`src/rtl/lss_ram.sv`:
```
`default_nettype none

module lss_ram #(
	parameter int WIDTH = 32,
	parameter int DEPTH = 64
) (
	input  wire logic                                   clk,
	input  wire logic                                   we,
	input  wire logic [((DEPTH > 1) ? $clog2(DEPTH) : 1)-1:0] waddr,
	input  wire logic [WIDTH-1:0]                       wdata,
	input  wire logic                                   re,
	input  wire logic [((DEPTH > 1) ? $clog2(DEPTH) : 1)-1:0] raddr,
	output logic      [WIDTH-1:0]                       rdata
);

	logic [WIDTH-1:0] mem [DEPTH];

	// one write port, one registered read port
	always_ff @(posedge clk) begin
		if (we) begin
			mem[waddr] <= wdata;
		end
		if (re) begin
			rdata <= mem[raddr];
		end
	end

endmodule

`default_nettype wire

```
`config.mk`:
```
export PLATFORM = sky130hd
export DESIGN_NAME = lss_ram
export DESIGN_NICKNAME = d
export VERILOG_FILES = /design/src/rtl/lss_ram.sv
export SDC_FILE = /design/constraint.sdc
export NUM_CORES = 2
export LEC_CHECK = 0
export ABC_AREA = 0
export BUFFER_PORTS_ARGS = -buffer_cell sky130_fd_sc_hd__buf_4
export CORE_ASPECT_RATIO = 0.9
export CORE_MARGIN = 2
export CORE_UTILIZATION = 57
export DETAILED_ROUTE_END_ITERATION = 10
export GPL_TIMING_DRIVEN = 0
export HOLD_SLACK_MARGIN = 0.08
export PLACE_DENSITY = 0.82
export SLEW_MARGIN = 20
export SYNTH_ARGS = -nofsm -noshare
export SYNTH_HDL_FRONTEND = slang
export SYNTH_SLANG_ARGS = --single-unit
```
`constraint.sdc`:
```
create_clock -name clk -period 4.1 [get_ports clk]
set_input_delay 0.82 -clock clk [delete_from_list [all_inputs] [get_ports clk]]
set_output_delay 0.82 -clock clk [all_outputs]
set_load 0.05 [all_outputs]
```
==> results_dict.tcl <==
set metrics [dict create \
    outcome "finished with violations" \
    violations "design-rule violations, negative setup slack" \
    track_usage 0.3810 \
    synth_fp_nets 3371 \
    yosys_warnings 0 \
    fmax_ghz 0.2392 \
    core_region_area_um2 137400 \
    setup_violations 6 \
    whs_ns 0.4924 \
    place_ws_ns -0.7942 \
    finalNetCount 3769 \
    vias 44184 \
    hp-start "wdata[13]" \
    globalplace.congestion 0.8867 \
    synth_common_cells "2,080 x edfxtp_1, 544 x mux4_2, 137 x nor2_1" \
    rows 129 \
    path_cells "clkbuf_1 -> buf_2 -> buf_2 -> buf_2 -> nand2_1 -> o22ai_1 -> nor2_1 -> a21oi_1 -> nor2_1" \
    clkTransAtPathRegs_ns 0.07 \
    report.final.hold_viol_count 0 \
    hold_path_class "primary input to flip-flop" \
    clockRootBuffer "clkbuf_16" \
    die-area_um2 141300 \
    io_pins 79 \
    synth_flop_cell "edfxtp_1" \
    numCtsBuffers 190 \
    cts.sinks 2080 \
    synthDistinctLibCells 33 \
    tightest_slew_ns 1.341 \
    synthCells 3324 \
    worst_path_max_delay_cell "nand2_1" \
    syn_area_um2 78840 \
    final_area_um2 91130 \
    cts_max_path_buffers 3 \
    die_w_um 396.0 \
    synth_top_area_cell "edfxtp_1" \
    critical_path_arrival_ns 4.72 \
    ys_seq_elements 2080 \
    dp_hpwl_um 159600 \
    io_buffer_count 70 \
    drc_errors 3 \
    drt_iter0_markers 10338 \
    ys_async_sr_fraction 0 \
    ant_nets 0 \
    vdd_drop_max_mv 0.3757 \
    slowest_delay_ns 0.92 \
    avgSynthCellArea_um2 23.72 \
    multi_input_area_um2 15970 \
    synth_edf_count 2080 \
    slew_headroom 0.1057 \
    final.setup.worst_slack_ns -0.07988 \
    start_kind "primary input" \
    viasPerCell 7.714 \
    area_delta_synth_final_pct 15.59 \
    grt_pass1_vias 43381 \
    antenna_found_initial 18 \
    grt_pass1_wl_um 358900 \
    rsz0062_at_grt "false" \
    wl_um 267600 \
    post_drt_wl_per_cell_um 46.72 \
    ys_seq_area_frac 0.7923 \
    crit_start "raddr[2]" \
    finalCritPeriodShare 1.019 \
    cp-end-kind "flip-flop" \
    final_util 0.6634 \
    cts_tree "done" \
    seqCellArea_um2 62460 \
    synth_top_cell_area_share 0.7923 \
    firstDrtPassIters 10 \
    clock_skew_ns 0.03411 \
    htreeDepth 4 \
    regToRegStartpoint "mem[54][18]" \
    cp.required_ns 4.64 \
    drv_cap 0 \
    synthMostInstantiatedCell "edfxtp_1" \
    grt_overflow_total 0 \
    fin_crit_ns 4.180 \
    crit_type "primary input to flip-flop" \
    p_leak_nw 28.47 \
    start_util 0.5740 \
    slew_violations 0 \
    crit_top_cell "buf_2" \
    postCtsSetupRepairBufs 0 \
    fillers 7720 \
    ys_top_cells_by_area "edfxtp_1 79%, mux4_2 16%, mux2i_1 1.2%" \
    grt_max_degree 65 \
    die_h_um 356.8 \
    placed_area_um2 85040 \
    clkLatencyLatePin_ns 0.86 \
    cp_max_fo 10 \
    powerDensity_nw_per_um2 482.4 \
    final_layout_size_suffix_gt1_frac 0.3099 \
]
-- logic make-up after synthesis --
family	Yosys count	share of synthesized area
multiplexers	637	0.1672
flip-flops	2080	0.7923
buffers and inverters	182	0.01124
AO/OA/AOI/OAI	202	0.01666
AND/OR/NAND/NOR	223	0.01260
-- state kept, by name (all words and copies together) (netlist names) --
register and flops:
rdata 32, mem 2048
-- path summary, 6_finish.rpt --
| kind | slack (ns) | depth (start not counted) | endpoint |
|---|---|---|---|
| worst min register to register | 1.05 | 4 | rdata[17] |
| worst max-delay path | -0.08 | 9 | rdata[21] |
| worst min-delay path | 0.49 | 1 | mem[34][13] |
| worst max register to register | 1.38 | 5 | rdata[18] |
-- critical path: cells and delay by family --
family,cells,cell delay [ns]
AND/OR/NAND/NOR,3,1.18
AO/OA/AOI/OAI,2,0.85
buffers and inverters,4,1.84
-- routing by layer --
metal | global-route usage | wire length, um | part of all wire
met1 | 0.4719 | 78410 | 0.29
met2 | 0.5577 | 116300 | 0.43
met3 | 0.1683 | 51070 | 0.19
met4 | 0.2346 | 21620 | 0.081
met5 | 0 | 199 | 0.00074
-- stage by stage --
stage | setup TNS, ns | power, mW | cells
finish | -0.2491 | 43.96 | 5728
global route | 0 | 44.50 | 5717
CTS | 0 | 43.70 | 5710
detailed placement | -10.82 | 26.50 | 5365
global placement | -3466.03 | 26.33 | 5228
floorplan | 0 | 25.33 | 3324
-- area by class of cell --
cell class | instances | share of cell area
clock buffer | 221 | 0.05439
timing repair buffer | 207 | 0.03754
sequential | 2080 | 0.6854
multi-input combinational | 1062 | 0.1752
tap | 1834 | 0.02518
buffer | 181 | 0.009941
clock inverter | 125 | 0.01181
antenna | 18 | 0.0004943
-- cell usage in the layout, fill, tap and decap left out, drive strengths merged, types with 4 or more instances in the layout --
cell type and instances:
buf 312, nand3 5, edfxtp 2080, a21oi 62, o22ai 84, nor3 7, clkinvlp 5, nor2b 15
mux4 544, o32ai 4, or3b 5, bufinv 15, clkinv 97, nand2 26, inv 8, diode 18
nand3b 5, nand2b 8, o221ai 27, a311oi 8, clkbuf 297, a41o 4, a22oi 12, mux2i 93
and3 4, nor2 137
-- repair_timing --
| item | 4_1_cts | 5_1_grt |
|---|---|---|
| pin swaps | 0 | 0 |
| setup endpoints to repair | 4 | 2 |
| gates resized for setup | 0 | 3 |
| hold buffers | 0 | 0 |
-- report_power, final --
| part | leakage, nW | switching [mW] | internal [mW] |
|---|---|---|---|
| logic | 6.76 | 1.78 | 0.831 |
| clock network | 2.97 | 8.09 | 9.61 |
| registers | 18.7 | 0.0609 | 23.6 |
| total | 28.5 | 9.93 | 34.0 |
Power figures use the tool's default switching activity.
