`src/rtl/lss_pkg.sv`:
```
`default_nettype none

package lss_pkg;

	// default and largest useful system size
	localparam int MAX_UNKNOWNS_DEF = 8;

	// signed Q16.16 values
	localparam int VAL_W  = 32;
	localparam int FRAC_W = 16;

	// configuration register map
	localparam logic [3:0] SIZE_RESET   = 4'd4;
	localparam int         REG_SYS_SIZE = 0;

	// load item kinds
	localparam logic KIND_COEF = 1'b0;
	localparam logic KIND_RHS  = 1'b1;

	typedef struct packed {
		logic                    kind;
		logic [2:0]              row_index;
		logic [2:0]              column_index;
		logic signed [VAL_W-1:0] value;
		logic                    last;
	} load_t;

	typedef struct packed {
		logic [2:0]              unknown_index;
		logic signed [VAL_W-1:0] solution;
		logic                    singular;
		logic                    final_result;
	} result_t;

	// divider result handed back to the sequencer
	typedef struct packed {
		logic                    zero_div;
		logic signed [VAL_W-1:0] quot;
	} div_res_t;

endpackage

`default_nettype wire

```
`src/rtl/lss_div.sv`:
```
`default_nettype none

module lss_div
	import lss_pkg::*;
(
	input  wire logic                    clk,
	input  wire logic                    arst_n,
	input  wire logic                    start,
	input  wire logic signed [VAL_W-1:0] dividend,
	input  wire logic signed [VAL_W-1:0] divisor,
	output logic                         done,
	output div_res_t                     res
);

	localparam int NUM_W = VAL_W + FRAC_W;
	localparam int CNT_W = $clog2(NUM_W);

	logic              busy_q, fin_q, done_q, zero_q, neg_q;
	logic [CNT_W-1:0]  cnt_q;
	logic [NUM_W-1:0]  num_q, quo_q;
	logic [VAL_W-1:0]  den_q, rem_q;
	div_res_t          res_q;

	logic [VAL_W-1:0]  a_mag, b_mag;
	logic [VAL_W:0]    trial;
	logic [VAL_W:0]    shifted;
	logic [VAL_W-1:0]  quot_sat;

	assign a_mag   = dividend[VAL_W-1] ? VAL_W'(-dividend) : VAL_W'(dividend);
	assign b_mag   = divisor[VAL_W-1] ? VAL_W'(-divisor) : VAL_W'(divisor);
	assign shifted = {rem_q, num_q[NUM_W-1]};
	assign trial   = shifted - {1'b0, den_q};

	// apply sign and saturate the magnitude quotient
	always_comb begin
		if (neg_q) begin
			if (quo_q > NUM_W'({1'b1, {(VAL_W-1){1'b0}}})) begin
				quot_sat = {1'b1, {(VAL_W-1){1'b0}}};
			end else begin
				quot_sat = VAL_W'(-quo_q);
			end
		end else begin
			if (quo_q > NUM_W'({1'b0, {(VAL_W-1){1'b1}}})) begin
				quot_sat = {1'b0, {(VAL_W-1){1'b1}}};
			end else begin
				quot_sat = quo_q[VAL_W-1:0];
			end
		end
	end

	// control: one quotient bit per cycle, then fin_q and done_q are set in turn
	always_ff @(posedge clk or negedge arst_n) begin
		if (!arst_n) begin
			busy_q <= 1'b0;
			fin_q  <= 1'b0;
			done_q <= 1'b0;
			cnt_q  <= '0;
		end else begin
			done_q <= fin_q;
			fin_q  <= 1'b0;
			if (start) begin
				cnt_q <= '0;
				if (divisor == '0) begin
					fin_q <= 1'b1;
				end else begin
					busy_q <= 1'b1;
				end
			end else if (busy_q) begin
				cnt_q <= cnt_q + 1'b1;
				if (int'(cnt_q) == NUM_W - 1) begin
					busy_q <= 1'b0;
					fin_q  <= 1'b1;
				end
			end
		end
	end

	// restoring division datapath
	always_ff @(posedge clk) begin
		if (start) begin
			num_q  <= {a_mag, {FRAC_W{1'b0}}};
			den_q  <= b_mag;
			rem_q  <= '0;
			quo_q  <= '0;
			neg_q  <= dividend[VAL_W-1] ^ divisor[VAL_W-1];
			zero_q <= (divisor == '0);
		end else if (busy_q) begin
			num_q <= {num_q[NUM_W-2:0], 1'b0};
			if (!trial[VAL_W]) begin
				rem_q <= trial[VAL_W-1:0];
				quo_q <= {quo_q[NUM_W-2:0], 1'b1};
			end else begin
				rem_q <= shifted[VAL_W-1:0];
				quo_q <= {quo_q[NUM_W-2:0], 1'b0};
			end
		end
		if (fin_q) begin
			res_q.zero_div <= zero_q;
			res_q.quot     <= zero_q ? '0 : quot_sat;
		end
	end

	assign done = done_q;
	assign res  = res_q;

endmodule

`default_nettype wire

```
`config.mk`:
```
export PLATFORM = sky130hd
export DESIGN_NAME = lss_div
export DESIGN_NICKNAME = d
export VERILOG_FILES = /design/src/rtl/lss_pkg.sv /design/src/rtl/lss_div.sv
export SDC_FILE = /design/constraint.sdc
export NUM_CORES = 1
export LEC_CHECK = 0
export BUFFER_PORTS_ARGS = -buffer_cell sky130_fd_sc_hd__buf_4
export CAP_MARGIN = 20
export CORE_MARGIN = 2
export CORE_UTILIZATION = 56
export CTS_CLUSTER_SIZE = 10
export DETAILED_ROUTE_END_ITERATION = 6
export MAX_ROUTING_LAYER = met4
export PLACE_DENSITY = 0.8
export SETUP_SLACK_MARGIN = 0.5
export SLEW_MARGIN = 0
export SYNTH_ARGS = -nofsm -noshare
export SYNTH_HDL_FRONTEND = slang
export SYNTH_SLANG_ARGS = --single-unit
export TNS_END_PERCENT = 1
```
`constraint.sdc`:
```
create_clock -name clk -period 4.8 [get_ports clk]
set_clock_uncertainty 0.15 [all_clocks]
set_input_delay 0.24 -clock clk [delete_from_list [all_inputs] [get_ports clk]]
set_output_delay 0.24 -clock clk [all_outputs]
set_load 0.01 [all_outputs]
```
==> qor.yml, run 1 <==
floorplanning:
  core_um2: 19400
  die_y_um: 144
  dieArea_um2: 20800
  io_pins: 101
  die_width_um: 144
  rows: 51
  initial_core_util: 0.568
cells_and_area:
  fillCellCount: 1569
  final_layout_size_suffix_gt1_frac: 0.123
  final_util: 0.660
  antennaDiodeCount: 0
  syn2layout_area_growth_pct: 16.3
  stdcell_count: 1571
  fin_nets: 1397
  final_area_um2: 12800
synth:
  yosysMostFrequentCell: "nor2_1"
  synth_cells: 1206
  ys.flop_type: "edfxtp_1"
  yosys-top-cells-count: "nor2_1 (187), edfxtp_1 (99), a21oi_1 (92)"
  synth_seq_cells: 188
  yosys.area.top_type: "edfxtp_1"
  yosysSeqAreaShare: 0.436
  synth_top_area_share: 0.270
  syn_area_um2: 11000
  synth.distinct_cells: 65
  avgSynthCellArea_um2: 9.13
  synth.net_count: 1310
  ys_top_cells_by_area: "edfxtp_1 (27%), dfxtp_1 (15%), nor2_1 (6.4%)"
  synth_warnings: 0
  synth_edf_count: 99
  async_reset_ff_frac: 0.0479
sta:
  worst_slack_ps: 748
  rsz0062_at_grt: "false"
  finalMaxSlewViolations: 0
  relSlewSlack: 0.323
  worstMarginPinSlew_ps: 1020
  fin_crit_ps: 4050
  timing.setup.tns_ps: 0
  fin_crit_sh: 0.844
  max_freq_ghz: 0.247
  setup_violations: 0
  hold_violations: 0
  timing.hold.ws_ps: 19.4
routing:
  vias: 9079
  wirelength_um: 23500
  dr.pass1.iters: 5
  drtIter0Drc: 710
  post-route-drc-count: 0
  ant_nets: 0
  viasPerCell: 5.78
  wl_per_cell_um: 15.0
critical_path:
  path_buf_inv: 1
  r2r_start: "quo_q[1]"
  arrival_ps: 4190
  cp_common_cell: "or3_1"
  worst_setup_path_end_kind: "flip-flop"
  cp.required_ps: 4930
  startpoint: "quo_q[1]"
  crit_family: "simple AND/OR/NAND/NOR gates"
  reg2reg_depth: 11
  critPathKind: "reg2reg"
  path_cells: "inv_1 > ha_1 > or3b_2 > or3_1 > nor4b_2 > nand2_1 > o41a_1 > or3_1 > o31ai_1 > a21oi_1 > nor2_1"
  cp_slowest_cell: "or3_1"
  critPathMaxStageDelay_ps: 700
  critPathMaxFanout: 25
  r2r-end: "res[3]"
  rrSetupSlack_ps: 750
  cp-start-kind: "flip-flop"
clock_tree:
  clock_latency_ps: 440
  postCtsSetupBuffers: 0
  clkSlewWorstSetupHoldPaths_ps: 70
  cts_root_buf: "clkbuf_16"
  cts_buffers: 17
  post_cts_resized: 0
  cts_tree: "yes"
  numClockSinks: 188
  htreeDepth: 4
  cts_buffer_depth: 2
place:
  placed_area_um2: 11900
  portBuffers: 100
  dp_cells: 1507
  place.gp.congestion: 0.888
  hpwl_um: 15500
  dp_slack_ps: 829
power_and_ir_drop:
  p_total_mw: 5.63
  p_per_area_nw_per_um2: 439
  leakagePower_nw: 5.39
  ir_drop_uv: 324
hold_path:
  hold_path_class: "in2async"
global_route:
  grt-ovfl-total: 0
  grt_use_total: 0.236
  antenna_found_initial: 0
  grt_pass1_vias: 8206
  grt_pass1_wl_um: 38700
  grt_start_max_net_pins: 103
outcome:
  status: "completed"
flow_run:
  drv_cap: 0
## area by class of cell
type                            instances  area [um^2]  area share
Clock buffer                           18          429      0.0335
Clock inverter                         14          164      0.0128
Inverter                               49          184      0.0144
Multi-Input combinational cell        898         5760       0.450
Sequential cell                       188         4800       0.375
Tap cell                              265          332      0.0259
Timing Repair Buffer                  139         1130      0.0884
## cells in the final DEF, fill, tap and decap left out, types with 9 or more instances in the layout
cell / instances
xnor2_1: 45
inv_1: 49
xor2_1: 45
mux2i_1: 54
o31ai_1: 27
or3_1: 15
or4_1: 10
dlygate4sd3_1: 31
dfxtp_1: 80
nand4_1: 11
nand2_1: 75
ha_1: 36
a211oi_1: 37
o41ai_1: 13
nor3b_1: 15
buf_4: 106
a21oi_1: 92
a21o_1: 12
nand3_1: 15
nor3_1: 19
edfxtp_1: 99
nor2_1: 187
o21ai_0: 71
nor4_1: 9
clkbuf_16: 17
## metal layers
metal | track usage | up-vias | routed length [um]
met4 | 0.0807 | 0 | 460
met2 | 0.383 | 217 | 11400
met1 | 0.305 | 4252 | 10800
li1 | - | 4568 | -
met3 | 0.0334 | 42 | 858
met5 | - | - | 0
## registers in the layout, indices dropped and copies added (netlist names)
name and flops:
res 33, busy_q 1, den_q 32, cnt_q 6
quo_q 48, done 1, num_q 32, zero_q 1
rem_q 32, fin_q 1, neg_q 1
## logic make-up after synthesis
logic type,count (synthesis),synth area share
and+or+nand+nor,406,0.178
adders and majority gates,37,0.0427
DFF,188,0.436
AOI/OAI and AO/OA,310,0.181
buffers and inverters,120,0.0410
xor gates and xnor gates,90,0.0716
muxes,55,0.0501
## worst register-to-register path: stages (launching register included)
cell	delay (ps)
dfxtp_1	380
inv_1	90
ha_1	180
or3b_2	470
or3_1	420
nor4b_2	410
nand2_1	160
o41a_1	330
or3_1	700
o31ai_1	390
a21oi_1	80
nor2_1	120
## power by group
group | switching, mW | internal [mW] | leakage [nW]
Clock | 0.644 | 0.781 | 0.289
Combinational | 1.22 | 0.941 | 3.37
Sequential | 0.136 | 1.90 | 1.73
Total | 2.00 | 3.63 | 5.39
## worst max path at each step
stage	slack [ps]	depth (start not counted)	to
3_5_place_dp	830	11	res[13]
6_report	750	11	res[3]
4_1_cts	750	11	res[3]
2_1_floorplan	1260	8	den_q[30]
3_3_place_gp	900	11	res[13]
5_1_grt	570	11	res[3]
## what timing repair did
item,4_1_cts,5_1_grt
hold endpoints to repair,39,0
hold buffers,31,0
setup endpoints to repair,0,0
Power figures use the tool's default switching activity.
==> run 2, diff against run 1 <==
==> constraint.sdc (replaced) <==
create_clock -name clk -period 3.8 [get_ports clk]
set_clock_uncertainty 0.15 [all_clocks]
set_input_delay 0.19 -clock clk [delete_from_list [all_inputs] [get_ports clk]]
set_output_delay 0.19 -clock clk [all_outputs]
set_load 0.01 [all_outputs]
==> qor.yml, run 2 (synthesized netlist as in run 1, its figures left out) <==
cells_and_area:
  regMostFlops: "quo_q"
  antennaDiodeCount: 0  # unchanged
  largest_register_ffs: 48  # unchanged
  final_layout_size_suffix_gt1_frac: 0.136  # +0.0130
  fin_nets: 1419  # +1.6%
  fillCellCount: 1523  # -2.9%
  layout_common_cells: "nor2_1 (187), buf_4 (116), edfxtp_1 (99)"
  stdcell_count: 1593  # +1.4%
  mostFrequentLayoutCell: "nor2_1"
  syn2layout_area_growth_pct: 19.3
critical_path:
  worst_setup_path_end_kind: "flip-flop"
  path_cells: "inv_1 > ha_2 > or3b_4 > or3_4 > buf_4 > or3_4 > or3_4 > or3_4 > nor3b_1 > a211oi_1 > nor2_1"
  critPathKind: "reg2reg"
  crit_path_end: "res[12]"
  startpoint: "quo_q[0]"
  cp_common_cell: "or3_4"
  critPathMaxStageDelay_ps: 390  # -310 ps
  path_buf_inv: 2  # +1
  crit_family: "simple AND/OR/NAND/NOR gates"
  cp_slowest_cell: "or3_4"
  cp-start-kind: "flip-flop"
  cp.required_ps: 3840  # -1090 ps
  critPathMaxFanout: 5  # -80%
  r2r-end: "res[12]"
  arrival_ps: 3400  # -790 ps
  r2r_start: "quo_q[0]"
  reg2reg_depth: 11  # unchanged
  worst-path-stages: 11  # unchanged
  rrSetupSlack_ps: 440  # -310 ps
floorplanning:
  initial_core_util: 0.568  # unchanged
  die_y_um: 144  # unchanged
  die_width_um: 144  # unchanged
  core_um2: 19400  # unchanged
  io_pins: 101  # unchanged
  rows: 51  # unchanged
  dieArea_um2: 20800  # unchanged
place:
  portBuffers: 100  # unchanged
  hpwl_um: 15900  # +2.6%
  dp_slack_ps: 36.6  # -792 ps
  place.gp.congestion: 0.900  # +1.3%
  dp_cells: 1516  # +0.60%
sta:
  max_freq_ghz: 0.297  # +21%
  fin_crit_ps: 3360  # -689 ps
  timing.setup.tns_ps: 0  # unchanged
  relSlewSlack: 0.301  # -0.0218
  finalMaxSlewViolations: 0  # unchanged
  setup_violations: 0  # unchanged
  timing.hold.ws_ps: 15.1  # -4.32 ps
  worst_slack_ps: 438  # -311 ps
  rsz0062_at_grt: "true"
  worstMarginPinSlew_ps: 1050  # +32.8 ps
  fin_crit_sh: 0.885  # +0.0407
  hold_violations: 0  # unchanged
clock_tree:
  cts_buffer_depth: 2  # unchanged
  clkSlewWorstSetupHoldPaths_ps: 70  # about the same
  htreeDepth: 4  # unchanged
  numClockSinks: 188  # unchanged
  clock_latency_ps: 440  # about the same
  cts_root_buf: "clkbuf_16"
  cts_tree: "yes"
  cts_buffers: 17  # unchanged
routing:
  dr.pass1.iters: 6  # +1
  drtIter0Drc: 620  # -13%
  ant_nets: 0  # unchanged
  wl_per_cell_um: 15.1  # +0.95%
  viasPerCell: 5.83  # +0.81%
  post-route-drc-count: 0  # unchanged
  vias: 9281  # +2.2%
  wirelength_um: 24100  # +2.4%
power_and_ir_drop:
  ir_drop_uv: 511  # +58%
  leakagePower_nw: 5.54  # +2.8%
  p_per_area_nw_per_um2: 567  # +29%
global_route:
  grt_start_max_net_pins: 75  # -27%
  grt_pass1_vias: 8530  # +3.9%
  antenna_found_initial: 0  # unchanged
  grt_use_total: 0.240  # +0.00400
  grt-ovfl-total: 0  # unchanged
  grt_pass1_wl_um: 39400  # +1.7%
outcome:
  status: "completed"
flow_run:
  drv_cap: 0  # unchanged
hold_path:
  hold_path_class: "in2reg"
run 2: layout make-up:
cell class | instances | area [um^2] | area share
Timing Repair Buffer | 161 | 1360 | 0.104
Inverter | 49 | 184 | 0.0140
Sequential cell | 188 | 4800 | 0.366
Clock buffer | 21 | 440 | 0.0335
Clock inverter | 11 | 166 | 0.0127
Multi-Input combinational cell | 898 | 5850 | 0.445
Tap cell | 265 | 332 | 0.0252
run 2: worst min-delay path by stage:
stage                  from        end  depth (start not counted)
6_report       dividend[21]  num_q[37]                          3
2_1_floorplan        arst_n     busy_q                          0
3_3_place_gp         arst_n       done                          1
4_1_cts        dividend[21]  num_q[37]                          3
5_1_grt        dividend[21]  num_q[37]                          3
3_5_place_dp         arst_n       done                          1
run 2: worst min-delay path: cells and delay by family:
kind | cells | cell delay [ps]
buffers and inverters | 1 | 100
xor gates and xnor gates | 1 | 60
AOI/OAI and AO/OA | 1 | 120
run 2: where the power goes:
| group | internal (mW) | total (mW) | switching, mW | leakage (nW) |
|---|---|---|---|---|
| registers | 2.41 | 2.56 | 0.157 | 1.73 |
| clock network | 1.10 | 1.85 | 0.753 | 0.287 |
| logic | 1.36 | 3.02 | 1.66 | 3.52 |
run 2: per-layer routing:
| layer | track usage | wire length [um] | vias up | part of all wire |
|---|---|---|---|---|
| met5 | - | 0 | - | 0 |
| met4 | 0.0690 | 347 | 0 | 0.014 |
| met3 | 0.0384 | 1040 | 32 | 0.043 |
| met2 | 0.407 | 12100 | 261 | 0.50 |
| met1 | 0.298 | 10600 | 4384 | 0.44 |
| li1 | - | - | 4604 | - |
run 2: timing repair:
action	CTS	global route
gates resized for setup	13	5
hold buffers	41	0
endpoints found under the setup margin	29	59
hold endpoints to repair	45	0
buffers inserted	2	1
pin swaps	4	2
run 2: through the flow:
stage / total power, mW / utilization / instance area [um^2]
2_1_floorplan: 4.70 / - / 11000
3_3_place_gp: 5.29 / 0.618 / 12000
3_5_place_dp: 5.38 / 0.618 / 12000
4_1_cts: 7.37 / 0.674 / 13100
5_1_grt: 7.89 / 0.677 / 13100
6_report: 7.44 / 0.677 / 13100
